===== config.mk =====
export PLATFORM = sky130hd
export DESIGN_NAME = lru_cache_byte_budget
export DESIGN_NICKNAME = d
export VERILOG_FILES = /design/src/rtl/core/lrucb_pkg.sv /design/src/rtl/core/lrucb_scan.sv /design/src/rtl/core/lru_cache_byte_budget.sv
export SDC_FILE = /design/constraint.sdc
export NUM_CORES = 2
export LEC_CHECK = 0
export BUFFER_PORTS_ARGS = -buffer_cell sky130_fd_sc_hd__buf_2
export CORE_MARGIN = 2
export CORE_UTILIZATION = 60
export CTS_CLUSTER_DIAMETER = 150
export DETAILED_ROUTE_END_ITERATION = 7
export PLACE_DENSITY = 0.77
export SYNTH_ARGS = -nofsm -noshare
export SYNTH_HDL_FRONTEND = slang
export SYNTH_HIERARCHICAL = 1
export SYNTH_SLANG_ARGS = --single-unit

===== constraint.sdc =====
create_clock -name aclk -period 30.1 [get_ports aclk]
set_input_delay 4.515 -clock aclk [delete_from_list [all_inputs] [get_ports aclk]]
set_output_delay 4.515 -clock aclk [all_outputs]
set_load 0.01 [all_outputs]

===== src/rtl/core/lrucb_pkg.sv =====
`timescale 1ns / 1ps
// shared constants and types for the byte-budget lru cache
package lrucb_pkg;
    localparam int SLOTS = 16;
    localparam int IW = $clog2(SLOTS);
    localparam int CW = $clog2(SLOTS + 1);
    localparam logic [1:0] ACT_LOOKUP = 2'd0;
    localparam logic [1:0] ACT_INSERT = 2'd1;
    localparam logic [1:0] ACT_TRIM   = 2'd2;
    localparam logic [1:0] ACT_CLEAR  = 2'd3;
    localparam logic REG_ENTRY_LIMIT = 1'b0;
    localparam logic REG_BYTE_BUDGET = 1'b1;

    typedef struct packed {
        logic          found;
        logic [IW-1:0] idx;
    } scan_res_t;
endpackage


===== src/rtl/core/lrucb_scan.sv =====
`timescale 1ns / 1ps
// sequential slot scanner: one slot per cycle while step is high, finds key match, free slot and oldest slot
module lrucb_scan
    import lrucb_pkg::*;
(
    input  logic            aclk,
    input  logic            start,
    input  logic            step,
    input  logic [IW-1:0]   idx,
    input  logic            slot_valid,
    input  logic            key_eq,
    input  logic [IW-1:0]   slot_rank,
    output scan_res_t       match,
    output scan_res_t       free_slot,
    output scan_res_t       oldest
);
    scan_res_t match_reg, free_reg, old_reg;
    logic [IW-1:0] old_rank_reg;

    always_ff @(posedge aclk) begin
        if (start) begin
            match_reg <= '0;
            free_reg <= '0;
            old_reg <= '0;
            old_rank_reg <= '0;
        end else if (step) begin
            if (slot_valid && key_eq && !match_reg.found) begin
                match_reg <= '{found: 1'b1, idx: idx};
            end
            if (!slot_valid && !free_reg.found) begin
                free_reg <= '{found: 1'b1, idx: idx};
            end
            if (slot_valid && (!old_reg.found || slot_rank > old_rank_reg)) begin
                old_reg <= '{found: 1'b1, idx: idx};
                old_rank_reg <= slot_rank;
            end
        end
    end

    assign match = match_reg;
    assign free_slot = free_reg;
    assign oldest = old_reg;
endmodule


===== src/rtl/core/lru_cache_byte_budget.sv =====
`timescale 1ns / 1ps
// top level of the byte-budget lru cache
// lookup and clear: the slot scan (ST_SCAN), the action (ST_ACT), then the result (ST_OUT)
// a new-key insert and trim add a check (ST_CHECK) and, per eviction, a rescan (ST_EVSC)
// and a drop (ST_DROP); an insert into a full table first drops the oldest and rescans
// one item at a time: ready drops from acceptance until the result is taken
// reset (sync, active low) clears valid bits, ages, counts and limit; budget to all ones
module lru_cache_byte_budget (
    input  logic        aclk,
    input  logic        aresetn,
    input  logic        s_valid,
    output logic        s_ready,
    input  logic [1:0]  s_action,
    input  logic [63:0] s_key,
    input  logic [31:0] s_handle_in,
    input  logic [23:0] s_entry_bytes,
    output logic        m_valid,
    input  logic        m_ready,
    output logic        m_hit,
    output logic [31:0] m_handle_out,
    output logic [4:0]  m_entry_count,
    output logic [31:0] m_bytes_held,
    output logic [4:0]  m_evicted_count,
    input  logic        cfg_valid,
    output logic        cfg_ready,
    input  logic        cfg_index,
    input  logic [31:0] cfg_data
);
    import lrucb_pkg::*;

    localparam logic [2:0] ST_IDLE  = 3'd0;
    localparam logic [2:0] ST_SCAN  = 3'd1;
    localparam logic [2:0] ST_ACT   = 3'd2;
    localparam logic [2:0] ST_CHECK = 3'd3;
    localparam logic [2:0] ST_EVSC  = 3'd4;
    localparam logic [2:0] ST_DROP  = 3'd5;
    localparam logic [2:0] ST_OUT   = 3'd6;

    logic [63:0]   key_mem [SLOTS];
    logic [31:0]   handle_mem [SLOTS];
    logic [23:0]   size_mem [SLOTS];
    logic [SLOTS-1:0] valid_reg;
    logic [IW-1:0] rank_reg [SLOTS];

    logic [2:0]    state_reg;
    logic [IW:0]   cnt_reg;
    logic [1:0]    act_reg;
    logic [63:0]   key_reg;
    logic [31:0]   hin_reg;
    logic [23:0]   bytes_reg;
    logic [31:0]   total_reg;
    logic [CW-1:0] vcount_reg;
    logic [4:0]    limit_reg;
    logic [31:0]   budget_reg;
    logic          hit_reg;
    logic [31:0]   hout_reg;
    logic [4:0]    evict_reg;
    logic          ins_evict_reg;

    logic          sc_start, sc_step;
    logic [IW-1:0] sc_idx;
    scan_res_t     match, free_slot, oldest;
    logic          over;
    logic [32:0]   sum;

    assign sc_idx = cnt_reg[IW-1:0];
    assign sc_start = (state_reg == ST_IDLE) || (state_reg == ST_CHECK);
    assign sc_step = (state_reg == ST_SCAN || state_reg == ST_EVSC) && !cnt_reg[IW];

    lrucb_scan u_scan (
        .aclk(aclk), .start(sc_start), .step(sc_step), .idx(sc_idx),
        .slot_valid(valid_reg[sc_idx]), .key_eq(key_mem[sc_idx] == key_reg),
        .slot_rank(rank_reg[sc_idx]), .match(match), .free_slot(free_slot),
        .oldest(oldest)
    );

    always_comb begin
        over = 1'b0;
        if (vcount_reg > CW'(1)) begin
            if (limit_reg != 5'd0 && 32'(vcount_reg) > 32'(limit_reg)) begin
                over = 1'b1;
            end else begin
                over = total_reg > budget_reg;
            end
        end
    end

    assign sum = {1'b0, total_reg} + {9'd0, bytes_reg};
    assign s_ready = (state_reg == ST_IDLE);
    assign cfg_ready = 1'b1;
    assign m_valid = (state_reg == ST_OUT);
    assign m_hit = hit_reg;
    assign m_handle_out = hout_reg;
    assign m_entry_count = 5'(vcount_reg);
    assign m_bytes_held = total_reg;
    assign m_evicted_count = evict_reg;

    always_ff @(posedge aclk) begin
        if (!aresetn) begin
            state_reg <= ST_IDLE;
            valid_reg <= '0;
            for (int j = 0; j < SLOTS; j++) rank_reg[j] <= '0;
            total_reg <= '0;
            vcount_reg <= '0;
            limit_reg <= '0;
            budget_reg <= 32'hFFFF_FFFF;
            cnt_reg <= '0;
        end else begin
            if (cfg_valid) begin
                if (cfg_index == REG_ENTRY_LIMIT) limit_reg <= cfg_data[4:0];
                else budget_reg <= cfg_data;
            end
            case (state_reg)
                ST_IDLE: begin
                    if (s_valid) begin
                        act_reg <= s_action;
                        key_reg <= s_key;
                        hin_reg <= s_handle_in;
                        bytes_reg <= s_entry_bytes;
                        hit_reg <= 1'b0;
                        hout_reg <= '0;
                        evict_reg <= '0;
                        ins_evict_reg <= 1'b0;
                        cnt_reg <= '0;
                        state_reg <= ST_SCAN;
                    end
                end
                ST_SCAN: begin
                    if (cnt_reg[IW]) state_reg <= ST_ACT;
                    else cnt_reg <= cnt_reg + 1'b1;
                end
                ST_ACT: begin
                    state_reg <= ST_OUT;
                    case (act_reg)
                        ACT_LOOKUP: begin
                            if (match.found) begin
                                hit_reg <= 1'b1;
                                hout_reg <= handle_mem[match.idx];
                                for (int j = 0; j < SLOTS; j++) begin
                                    if (valid_reg[j] && rank_reg[j] < rank_reg[match.idx])
                                        rank_reg[j] <= rank_reg[j] + 1'b1;
                                end
                                rank_reg[match.idx] <= '0;
                            end
                        end
                        ACT_INSERT: begin
                            if (match.found) begin
                                hit_reg <= 1'b1;
                            end else if (free_slot.found) begin
                                for (int j = 0; j < SLOTS; j++)
                                    if (valid_reg[j]) rank_reg[j] <= rank_reg[j] + 1'b1;
                                key_mem[free_slot.idx] <= key_reg;
                                handle_mem[free_slot.idx] <= hin_reg;
                                size_mem[free_slot.idx] <= bytes_reg;
                                valid_reg[free_slot.idx] <= 1'b1;
                                rank_reg[free_slot.idx] <= '0;
                                vcount_reg <= vcount_reg + 1'b1;
                                total_reg <= sum[32] ? 32'hFFFF_FFFF : sum[31:0];
                                state_reg <= ST_CHECK;
                            end else begin
                                // full: drop the oldest first, then retry the insert
                                ins_evict_reg <= 1'b1;
                                state_reg <= ST_CHECK;
                            end
                        end
                        ACT_TRIM: state_reg <= ST_CHECK;
                        default: begin
                            valid_reg <= '0;
                            for (int j = 0; j < SLOTS; j++) rank_reg[j] <= '0;
                            total_reg <= '0;
                            vcount_reg <= '0;
                        end
                    endcase
                end
                ST_CHECK: begin
                    cnt_reg <= '0;
                    if (ins_evict_reg || over) state_reg <= ST_EVSC;
                    else state_reg <= ST_OUT;
                end
                ST_EVSC: begin
                    if (cnt_reg[IW]) state_reg <= ST_DROP;
                    else cnt_reg <= cnt_reg + 1'b1;
                end
                ST_DROP: begin
                    total_reg <= (size_mem[oldest.idx] > 24'(0) &&
                                  32'(size_mem[oldest.idx]) > total_reg) ? '0 :
                                 total_reg - 32'(size_mem[oldest.idx]);
                    valid_reg[oldest.idx] <= 1'b0;
                    rank_reg[oldest.idx] <= '0;
                    if (vcount_reg != '0) vcount_reg <= vcount_reg - 1'b1;
                    if (evict_reg != 5'd31) evict_reg <= evict_reg + 1'b1;
                    if (ins_evict_reg) begin
                        // slot freed, go back to place the new word
                        ins_evict_reg <= 1'b0;
                        act_reg <= ACT_INSERT;
                        cnt_reg <= '0;
                        state_reg <= ST_SCAN;
                    end else begin
                        state_reg <= ST_CHECK;
                    end
                end
                ST_OUT: begin
                    if (m_ready) state_reg <= ST_IDLE;
                end
                default: state_reg <= ST_IDLE;
            endcase
        end
    end
endmodule


; Word level (Yosys, flattened, before mapping)
; Memories as Yosys holds them, arrays and structs flattened. A register that Yosys moved wholly into a read port is not among the register bits.
; Index checks and enable logic that the tools add are counted.
[classes]
addsub = 22
n_lt_le_gt_ge = 27
n_eq_ne = 27
n_mux = 344
bitwise = 52
reduce_logical = 65
[op_table]
columns = cell, count
row1 = two-way mux 4 bit, 62
row2 = two-way mux 1 bit, 240
row3 = two-way mux 32 bit, 7
row4 = one-hot mux 32 bit (2 select lines), 3
row5 = "adder 4 x 1 -> 4 bit, second input constant", 16
row6 = equality test 64 bit, 1
row7 = less-than comparator 4 bit, 16
row8 = one-hot mux 16 bit (2 select lines), 2
row9 = bitwise OR 1 bit, 48
row10 = two-way mux 5 bit, 7
row11 = adder 32 x 24 -> 33 bit, 1
row12 = greater-than comparator 24 x 32 -> 1 bit, 1
row13 = greater-than comparator 32 bit, 1
row14 = two-way mux 16 bit, 2
row15 = subtractor 32 x 24 -> 32 bit, 1
row16 = one-hot mux 5 bit (2 select lines), 3
row17 = logical AND 1 bit, 25
row18 = "greater-than comparator 24 x 1 -> 1 bit, second input constant", 1
row19 = "!= test 2 bit, second input constant", 12
row20 = one-hot mux 3 bit (7 select lines), 1
row21 = one-hot mux 5 bit (4 select lines), 1
row22 = AND reduction 4 bit, 5
row23 = bitwise AND 16 bit, 1
row24 = inverter 16 bit, 1
row25 = 41 further kinds, 79
[word_totals]
regBits = 278
mem_bits_rw = 1984
inputBits = 160
output_inout_bits = 78
wordCells = 564
mem_count = 4
[mem_list]
columns = name, depth, width, rd, rd_clocked_by_memory_dff, write_ports, line
row1 = key_mem, 16, 64, 1, 1, 1, lru_cache_byte_budget.sv:39  ; logic [63:0] key_mem [SLOTS];
row2 = handle_mem, 16, 32, 1, 1, 1, lru_cache_byte_budget.sv:40  ; logic [31:0] handle_mem [SLOTS];
row3 = size_mem, 16, 24, 1, 1, 1, lru_cache_byte_budget.sv:41  ; logic [23:0] size_mem [SLOTS];
row4 = rank_reg, 16, 4, 18, 2, 17, lru_cache_byte_budget.sv:43  ; logic [IW-1:0] rank_reg [SLOTS];

; Logic depth before layout (Yosys ltp)
; An unclocked memory read counts as a cell.
[logic_depth]
depth_word = 13
depth_mapped = 20

; Modules after synthesis
; The synthesis kept the hierarchy.
[by_module_without_submodules]
columns = mod, instances, cells_each, area_each_um2
row1 = lru_cache_byte_budget, 1, 4697, 91236.3
row2 = lrucb_scan, 1, 88, 880.8

; Worst setup path after synthesis
; No wires, ideal clock.
[synth_path]
path_kind = input-to-reg
from = input aresetn
to = memory handle_mem[12][0], enable pin
arrival_time_ns = 13.820
required_ns = 29.354
path_slack_ns = 15.535
cell_stages = 6
cell_sequence = inv_1 -> clkbuf_1 -> nor3_1 -> clkbuf_1 -> nand3_1 -> nor3_1
[synth_between]
elab_chain_cells = 2
[synth_rtl]
columns = item, line
row1 = "start, declared", lru_cache_byte_budget.sv:10  ; input logic aresetn,
row2 = two-way mux 1 bit, lru_cache_byte_budget.sv:99  ; if (!aresetn) begin
row3 = two-way mux 1 bit (not written as such), lru_cache_byte_budget.sv:153  ; handle_mem[free_slot.idx] <= hin_reg;
row4 = "end, declared", lru_cache_byte_budget.sv:40
; Every way passes these cells.

; Worst setup path in the final report
[layout_path]
from = input aresetn
to = memory handle_mem[3][18], enable pin
; The elaborated chain is that of the path after synthesis.

==> impl_metrics.tcl <==
set metrics [dict create \
    hold_path.class "reg -> reg" \
    die_height_um 396 \
    finalCritPeriodShare_pct 24.9 \
    syn_area_per_cell_sq_um 19.3 \
    drc 0 \
    seq_area_frac_synth_pct 71.9 \
    max-clock-path-buffers 3 \
    dieArea_sq_mm 0.157 \
    clock-sinks 2266 \
    initial_core_util_pct 60.5 \
    synth_warnings 6 \
    finalCriticalPeriod_ps 7480 \
    critical_path_class "in -> reg" \
    drt-pass1-iter-count 8 \
    post-cts-setup-buffers 0 \
    ctsHtreeMaxLevel 4 \
    critPathMaxFanout 54 \
    ff2ff_path_depth 14 \
    largest_reg_flops 1024 \
    placement.io_buffers 236 \
    ant_nets 0 \
    area_growth_pct 11.4 \
    synth-edff-count 2081 \
    combPwrFrac_pct 11.4 \
    whs_endpoint "u_scan/old_rank_reg[2]" \
    synth_area_sq_mm 0.0921 \
    synthCells 4785 \
    grt_max_degree 121 \
    end_kind "flip-flop" \
    grt_pass1_wl_mm 331 \
    clkPwrFrac_pct 36.7 \
    min_from "u_scan/old_rank_reg[2]" \
    internal_power_uw 5400 \
    cap_violations 0 \
    via_count 48900 \
    slew_headroom_pct 16.2 \
    drtIter0Drc 6394 \
    rsz0062_at_grt "false" \
    r2r_end "u_scan/match[0]" \
    grt_pass1_vias 49900 \
    hold_viol 0 \
    status "finished clean" \
    clk_pin_slew_ps 60 \
    setup_viol 0 \
    post-place-cells 6923 \
    synth.net_count 5111 \
    critical-path-top-delay-family "buffers and inverters" \
    finalSetupTns_ps 0 \
    grt_use_total_pct 28.8 \
    crit_required_ps 30530 \
    fmax_mhz 134 \
    path_buf_inv 4 \
    worst-slew-pin-transition_ps 1260 \
    ys_ff_latch 2266 \
    cpPeakStageDelay_ps 1000 \
    post_drt_wl_per_cell_um 30.4 \
    p_sw_share_pct 24.6 \
    clock_latency_ps 880 \
    routed_wl_mm 222 \
    regArea_sq_mm 0.0662 \
    cellPowerDensity_mw_per_mm2 69.8 \
    cts.repair.resized 0 \
    cts_root_buf "clkbuf_16" \
    cpMaxStageDelayCell "nor2_4" \
    cts_buffers 212 \
    ios 238 \
    grt_overflow 0 \
    cts_tree "yes" \
    p_leak_uw 0.0330 \
    regMostFlops "key_mem" \
    final_cell_count_no_fill 7318 \
    slew_viol_final 0 \
    power.switching_uw 1760 \
    die_w_um 396 \
    grt_antenna_before_repair 5 \
    critPathLaunchType "input pin" \
    synth-main-ff-cell "edfxtp_1" \
    crit_chain "buf_2, inv_1, nor3_1, buf_4, nand2_1, nor2_4, buf_4" \
    vias_per_cell 6.69 \
    arrival_ps 7910 \
    multi_input_area_sq_mm 0.0247 \
    hpwlAfterDp_mm 122 \
    seq_power_share_pct 51.9 \
    reg.largest.list "key_mem (1024), handle_mem (512), size_mem (384)" \
    fillerInstances 9376 \
    core_area_sq_mm 0.152 \
    skew_ps 75.4 \
    cts_hold_buffers 0 \
    synth_cell_type_count 78 \
    cp_common_cell "buf_4" \
    ir_drop_v 0.0000669 \
    rows 143 \
    async_reset_ff_share_pct 0 \
    place_congestion 0.951 \
    drive_above_1_share_pct 24.3 \
    r2r_slack_ps 23210 \
    final_nets 5433 \
    whs_path_depth 2 \
]
==> worst min-delay path: stages, from the launching register on <==
cell      delay [ps]
dfxtp_1          310
nand2b_1          60
mux2i_1           60
==> power by group through the flow <==
stage          Combinational [uW]  Clock, uW  Sequential (uW)
6_report                      813       2630             3720
3_3_place_gp                  797          0             3780
2_1_floorplan                 616          0             3710
3_5_place_dp                  808          0             3790
5_1_grt                       879       2770             3740
4_1_cts                       820       2660             3720
==> synthesized netlist by cell type (all sizes together), types with 5 or more instances <==
library cell / instances / area share (%)
nand2: 132 / 0.54
o221ai: 5 / 0.048
ha: 164 / 2.2
o21a: 13 / 0.11
a21o: 31 / 0.25
and2: 41 / 0.28
or3: 21 / 0.14
a21oi: 146 / 0.80
mux4: 617 / 15
nor3b: 8 / 0.077
a22o: 20 / 0.19
o2111ai: 6 / 0.057
clkbuf: 128 / 0.52
nor4b: 18 / 0.18
a22oi: 7 / 0.057
xnor2: 58 / 0.55
mux2i: 37 / 0.40
o31ai: 20 / 0.16
or2: 5 / 0.034
dfxtp: 185 / 4.0
nand3: 38 / 0.21
a211o: 8 / 0.076
edfxtp: 2081 / 68
a31oi: 31 / 0.22
o211ai: 46 / 0.37
nor4: 20 / 0.14
o41ai: 5 / 0.048
buf: 90 / 0.45
o21ai: 180 / 0.99
a221oi: 30 / 0.29
xor2: 61 / 0.58
nor2: 157 / 0.64
and3: 12 / 0.081
a21boi: 17 / 0.14
nor2b: 32 / 0.22
nand4: 34 / 0.23
nand2b: 42 / 0.29
nor3: 31 / 0.17
inv: 122 / 0.50
a211oi: 25 / 0.21
==> final cells by class <==
cell class | instances | area share, %
tap | 2030 | 2.48
antenna | 1 | 0.00244
clock inverter | 125 | 1.17
multi-input combinational | 2179 | 24.1
sequential | 2266 | 64.5
inverter | 122 | 0.446
clock buffer | 269 | 5.46
timing repair buffer | 326 | 1.83
==> routing by layer <==
layer / global-route usage, % / routed length (um) / up-vias
met5: 0 / 0 / -
met4: 8.33 / 5920 / 0
met3: 4.96 / 21200 / 421
met2: 47.9 / 112000 / 2838
met1: 39.7 / 83600 / 25300
li1: - / - / 20300
==> logic make-up after synthesis <==
group	after synthesis	share of synthesized area, %
other cells	1	0.00407
fa+ha+maj	166	2.27
compound gates	625	4.35
xor+xnor	119	1.13
mux	657	15.5
simple gates	611	3.40
buf+inv	340	1.47
flops	2266	71.9
==> worst max-delay path by stage <==
stage	end	cells past startpoint	slack, ps	start
after global placement	size_mem[10][16]	7	21900	aresetn
after floorplan	handle_mem[12][0]	6	15530	aresetn
after CTS	handle_mem[10][18]	7	22720	aresetn
after detailed placement	size_mem[3][7]	7	21860	aresetn
final	handle_mem[3][18]	7	22620	aresetn
after global routing	handle_mem[10][18]	7	22500	aresetn
==> cell usage in the layout (no fill, tap or decap), drive strengths merged, types with 21 or more instances in the layout <==
cell type	instances
a211oi	25
a21o	31
a21oi	146
a221oi	30
a31oi	31
and2	41
buf	326
clkbuf	269
clkinv	92
dfxtp	185
edfxtp	2081
ha	164
inv	130
mux2i	37
mux4	617
nand2	132
nand2b	42
nand3	38
nand4	34
nor2	157
nor2b	32
nor3	31
o211ai	46
o21ai	180
or3	21
xnor2	58
xor2	61
==> stage by stage <==
stage                     total power [uW]  worst slack, ps  area, sq um  util [%]  hold slack [ps]
after floorplan                       4330            15530        92100         -              451
after global routing                  7390            22500       103000      67.4              512
after global placement                4570            21900        95800      62.9              461
final                                 7160            22620       103000      67.4              485
after CTS                             7200            22720       103000      67.4              486
after detailed placement              4590            21860        95800      62.9              476
Power figures use the tool's default switching activity.
